==> src/hdl/rawd_pkg.sv <==
// rawd_pkg: shared constants, scan token, commit bundle and controller states
// for the room allocator; no dependencies
`default_nettype none

package rawd_pkg;

    localparam int MAX_ROOMS = 16;
    localparam int IDX_W     = (MAX_ROOMS > 1) ? $clog2(MAX_ROOMS) : 1;
    localparam int CNT_W     = (MAX_ROOMS > 1) ? $clog2(MAX_ROOMS) : 1;
    localparam int IN_W      = 32;
    localparam int TIME_W    = 48;
    localparam int COUNT_W   = 32;
    localparam int NR_W      = 5;
    localparam int ROOM_W    = 4;

    localparam logic [TIME_W-1:0]  TIME_MAX  = {TIME_W{1'b1}};
    localparam logic [COUNT_W-1:0] COUNT_MAX = {COUNT_W{1'b1}};
    localparam logic [NR_W-1:0]    NUM_ROOMS_RESET = NR_W'(16);

    typedef logic [IDX_W-1:0] idx_t;

    typedef struct packed {
        logic               found;
        idx_t               free_idx;
        logic [COUNT_W-1:0] free_cnt;
        logic [TIME_W-1:0]  min_time;
        idx_t               min_idx;
        logic [COUNT_W-1:0] min_cnt;
        logic [COUNT_W-1:0] max_cnt;
        idx_t               max_idx;
    } token_t;

    typedef struct packed {
        logic              valid;
        logic              clear;
        idx_t              pick;
        logic [TIME_W-1:0] new_time;
    } commit_t;

    typedef enum logic [1:0] {
        ST_IDLE,
        ST_SCAN,
        ST_COMMIT
    } state_t;

endpackage

`default_nettype wire

==> src/hdl/rawd_cell.sv <==
// rawd_cell: one room's busy-until time and use count, plus one stage of the
// scan token chain; depends on rawd_pkg
`default_nettype none

module rawd_cell (
    input  wire logic             aclk,
    input  wire logic             aresetn,
    input  wire logic             active,
    input  rawd_pkg::idx_t        cell_idx,
    input  wire logic [31:0]      start_time,
    input  rawd_pkg::token_t      tok_in,
    output rawd_pkg::token_t      tok_out,
    input  rawd_pkg::commit_t     commit
);
    import rawd_pkg::*;

    logic [TIME_W-1:0]  free_at_reg;
    logic [COUNT_W-1:0] use_count_reg;
    token_t             tok_reg;
    token_t             tok_next;

    always_comb begin
        tok_next = tok_in;
        if (active) begin
            if (!tok_in.found && free_at_reg <= {{(TIME_W-IN_W){1'b0}}, start_time}) begin
                tok_next.found    = 1'b1;
                tok_next.free_idx = cell_idx;
                tok_next.free_cnt = use_count_reg;
            end
            if (cell_idx == '0 || free_at_reg < tok_in.min_time) begin
                tok_next.min_time = free_at_reg;
                tok_next.min_idx  = cell_idx;
                tok_next.min_cnt  = use_count_reg;
            end
            if (use_count_reg > tok_in.max_cnt) begin
                tok_next.max_cnt = use_count_reg;
                tok_next.max_idx = cell_idx;
            end
        end
    end

    always_ff @(posedge aclk) begin
        tok_reg <= tok_next;
    end

    always_ff @(posedge aclk) begin
        if (!aresetn) begin
            free_at_reg   <= '0;
            use_count_reg <= '0;
        end else if (commit.valid) begin
            if (commit.clear) begin
                free_at_reg   <= '0;
                use_count_reg <= '0;
            end else if (commit.pick == cell_idx) begin
                free_at_reg <= commit.new_time;
                if (use_count_reg != COUNT_MAX) begin
                    use_count_reg <= use_count_reg + 1'b1;
                end
            end
        end
    end

    assign tok_out = tok_reg;

endmodule

`default_nettype wire

==> config.mk <==
export PLATFORM = sky130hd
export DESIGN_NAME = rawd_cell
export DESIGN_NICKNAME = d
export VERILOG_FILES = /design/src/hdl/rawd_pkg.sv /design/src/hdl/rawd_cell.sv
export SDC_FILE = /design/constraint.sdc
export NUM_CORES = 1
export LEC_CHECK = 0
export BUFFER_PORTS_ARGS = -buffer_cell sky130_fd_sc_hd__buf_2
export CORE_UTILIZATION = 35
export DETAILED_ROUTE_END_ITERATION = 16
export PLACE_DENSITY = 0.55
export REMOVE_ABC_BUFFERS = 1
export SYNTH_ARGS = -nofsm -noshare
export SYNTH_HDL_FRONTEND = slang
export SYNTH_SLANG_ARGS = --single-unit
==> constraint.sdc <==
create_clock -name aclk -period 6.81 [get_ports aclk]
set_clock_uncertainty 0.2 [all_clocks]
set_input_delay 0.681 -clock aclk [delete_from_list [all_inputs] [get_ports aclk]]
set_output_delay 0.681 -clock aclk [all_outputs]
set_load 0.005 [all_outputs]
# Word level (Yosys, flattened, before mapping)
# Index checks and enable logic that the tools add are counted.
# classes
magnitude_cmp	3
reduce_logical	8
n_mux	9
n_addsub	1
n_eq_ne	2
# op_table
operator	count
2-to-1 mux 157 bit	1
2-to-1 mux 32 bit	3
2-to-1 mux 48 bit	2
2-to-1 mux 84 bit	1
less-or-equal comparator 48 x 32 -> 1 bit	1
less-than comparator 48 bit	1
2-to-1 mux 37 bit	1
2-to-1 mux 36 bit	1
adder 32 x 1 -> 32 bit, second input constant	1
greater-than comparator 32 bit	1
inequality test 32 bit, second input constant	1
== test 4 bit	1
zero test 4 bit	1
nonzero test 2 bit	2
AND reduction 3 bit	1
AND reduction 2 bit	1
logical AND 1 bit	1
zero test 1 bit	1
logical OR 1 bit	1
# word_totals
in_bits	250
elab_cells	33
out_inout_bits	157
regBits	237

# Depth between registers and ports, before layout
# logic_depth
depth_word	4
mapped_depth	11
mapped_depth_nobuf	9

# Least setup slack after synthesis
# Ideal clock, no wire load.
# synth_timing
path_type	input port to flip-flop
startpoint	in start_time[29]
endpoint	reg tok_reg, in the netlist tok_out[126]
arrival_ns	2.880
stages	11
required_time_ns	6.489
path_slack_ns	3.609
n_path_buf	2
setup_time_ns	0.121
path_cell_list	inv_1 ha_1 nand4_2 or4_4 nor4_4 o41a_2 o21ai_2 nand3b_2 buf_6 buf_12 mux2_4
# synth_lines
element	line	rtl
from (decl)	rawd_cell.sv:10	input wire logic [31:0] start_time,
to (signal assigned)	rawd_cell.sv:43	tok_reg <= tok_next;
to (decl)	rawd_cell.sv:19	token_t tok_reg;

==> metrics.md <==
| Metric | Value |
|---|---|
| Most frequent CP cell | nand4_1 |
| GPL Wtd Cong | 0.817 |
| DIE AREA | 33800 µm² |
| RSZ-0062 raised after global routing | false |
| FF-to-FF setup slack | 2850 ps |
| Max reg flops | 157 |
| Reg-to-reg endpoint | tok_out[48] |
| Sequential-to-total area share from yosys stat | 40.9% |
| Synth Flop Type | dfxtp_1 |
| Net Sw Frac | 24.3% |
| Die X | 184 µm |
| EDFF count, synth | 0 |
| Cell taking the most area after synthesis | dfxtp_1 |
| Fmax | 252 MHz |
| Pre-CTS setup slack | 2530 ps |
| Fraction of final layout cells sized beyond drive strength 1 | 39.3% |
| Core area | 32500 µm² |
| Register bit count reported by yosys | 237 |
| CTS Buf Count | 28 |
| Hold buffer count at cts | 0 |
| First-pass GRT wire length | 54000 µm |
| Leakage | 7.39 nW |
| Area share of the largest cell type after synthesis | 40.9% |
| Startpoint Class | register |
| Seq pwr share | 42.4% |
| Row Count | 66 |
| Worst setup EP type | register |
| Maximum vdd drop | 0.174 mV |
| Slew Viols, Final | 0 |
| Layout Nets | 1902 |
| CP arrival | 4180 ps |
| Synth Warn # | 0 |
| Count leader, synth | dfxtp_1 |
| H-tree levels | 1 |
| Slowest stage delay, CP | 690 ps |
| Clock-pin transition on the worst setup and hold timing paths | 60 ps |
| Worst hold path type | in -> reg |
| Hold slack | 167 ps |
| CTS Root Cell | clkbuf_16 |
| Comb pwr share | 12.9% |
| Yosys cell types | 59 |
| Worst-path cell with the longest stage delay | nor4_1 |
| Starting Density | 35.6% |
| Synth top area cells | dfxtp_1 (41%), ha_1 (12%), mux2_2 (11%) |
| Worst R2R Path Depth | 9 |
| Final setup margin | 2850 ps |
| Remaining Overflow, GRT | 0 |
| DRT Wirelength | 35300 µm |
| Post-synth top cells | dfxtp_1 (237), inv_1 (118), ha_1 (112), mux2_2 (112), a21oi_1 (93) |
| Worst r2r src | free_at_reg[22] |
| Final ANT Viol Nets | 0 |
| Ports | 407 |
| Clk sinks | 237 |
| Vias post-DR | 9636 |
| Status | finished clean |
| Dpl hpwl | 26800 µm |
| Vias in the first global route | 9799 |
| CTS tree | done |
| Mapped Area | 11600 µm² |
| Critical Path, Cell by Cell | ha_1 > nand4_1 > nor4_1 > nand4_1 > o211ai_1 > nor3_2 > nor2_4 > buf_4 > mux2_2 |
| WL/cell | 17.6 µm |
| Cells after Synth | 1148 |
| Crit path to | tok_out[48] |
| Final Hold Viols | 0 |
| Min Tclk post-route | 3960 ps |
| # port buffers | 406 |
| Pwr Total | 3.54 mW |
| Power per Cell Area | 237 nW/µm² |
| FFs w/ async S/R, synth | 0% |
| CP Class | reg -> reg |
| Gr usage total | 20.5% |
| Fin crit share | 58.2% |
| Crit path max fanout | 42 |
| Psw | 0.859 mW |
| Total of max-cap violations | 0 |
| Vias/cell | 4.80 |
| Worst Path Required | 7030 ps |
| Height of the die | 184 µm |
| Least-Margin Pin Slew | 1110 ps |
| Clock Path Buffers | 3 |
| Post-CTS sizing | 0 |
| Clock Power Share | 44.7% |
| Relative slew slack | 26.1% |
| Worst setup path startpoint | free_at_reg[22] |
| Syn_area_per_cell | 10.1 µm² |
| Insertion delay to the later sink of the worst-skew pair | 540 ps |
| Largest net degree at the start of global routing | 98 |
| Final setup fails | 0 |
| Initial DRC count | 309 |
| DRT Pass-1 Iters | 6 |
| DRC viols | 0 |
| Synthesis-to-layout area growth | 28.8% |
| Int Pwr | 2.68 mW |
| Core Util, Final | 45.9% |
| Postcts setup bufs | 0 |
| Initial antenna violation count | 13 |
area by class of cell:
class	instances	area (µm²)
antenna	5	12.5
clock buffer	39	803
clock inverter	13	173
fill	3240	17600
inverter	118	443
multi-input combinational	744	6120
sequential	237	4740
tap	442	553
timing repair buffer	411	2070
cell families after synthesis:
group | after synthesis | share of synthesized area, %
AO/OA/AOI/OAI | 165 | 8.34
XOR/XNOR | 30 | 2.27
adder cells (fa/ha/maj) | 112 | 12.1
buffers and inverters | 167 | 6.46
flip-flops | 237 | 40.9
multiplexers | 152 | 15.7
AND/OR/NAND/NOR | 285 | 14.2
critical path: cells and delay by family (launching register included):
kind | cells | cell delay (ps)
AOI/OAI and AO/OA | 1 | 470
adders and majority gates | 1 | 310
DFF | 1 | 350
buffers and inverters | 1 | 530
muxes | 1 | 410
and+or+nand+nor | 5 | 1540
worst min-delay path by stage:
stage,slack (ps),end,startpoint,cells past startpoint
after floorplan,290,tok_out[117],free_at_reg[45],1
after global placement,330,tok_out[87],free_at_reg[15],1
after detailed placement,330,tok_out[85],free_at_reg[13],1
after CTS,130,tok_out[126],tok_in[126],2
after global routing,140,tok_out[50],tok_in[50],2
final,170,tok_out[60],tok_in[60],2
layer usage:
metal	wire (µm)	up-vias	part of all wire [%]	GRT usage, %
li1	-	4782	-	-
met1	14900	4502	42	24.1
met2	17100	270	48	36.3
met3	2500	66	7.1	5.55
met4	820	16	2.3	5.87
met5	93	-	0.26	0
through the flow:
stage / setup TNS (ps) / area (µm²) / std cells
2_1_floorplan: -21370 / 11300 / 1099
3_3_place_gp: 0 / 13900 / 1952
3_5_place_dp: 0 / 13900 / 1952
4_1_cts: 0 / 14900 / 2004
5_1_grt: 0 / 14900 / 2008
6_report: 0 / 14900 / 2009
power groups by stage:
stage / Clock [mW] / Combinational (mW) / Sequential, mW
after floorplan: 0 / 0.224 / 1.53
after global placement: 0 / 0.453 / 1.53
after detailed placement: 0 / 0.458 / 1.53
after CTS: 1.62 / 0.462 / 1.50
after global routing: 1.68 / 0.507 / 1.51
final: 1.58 / 0.456 / 1.50
placed cells by master (no fill, tap or decap), types with 7 or more instances in the layout:
master     netlist  layout
xor2_1          20      20
clkinv_2         0       7
o21ai_0         26      25
nor3b_1         49      49
nor2_1          46      46
mux2_2         112     112
nand3_1         20      20
a21oi_1         93      93
nor4_1           9       9
dfxtp_1        237     237
nor2b_1         51      51
buf_2            1     406
xnor2_1         10      10
nand2_1         43      43
inv_1          118     118
nor3_1          12      12
mux2_1           8       8
nand4_1         30      30
a21o_1          12      12
clkbuf_16        0      29
a211oi_1         7       7
ha_1           112     112
mux2_4          30      30
(Power assumes the default switching activity.)
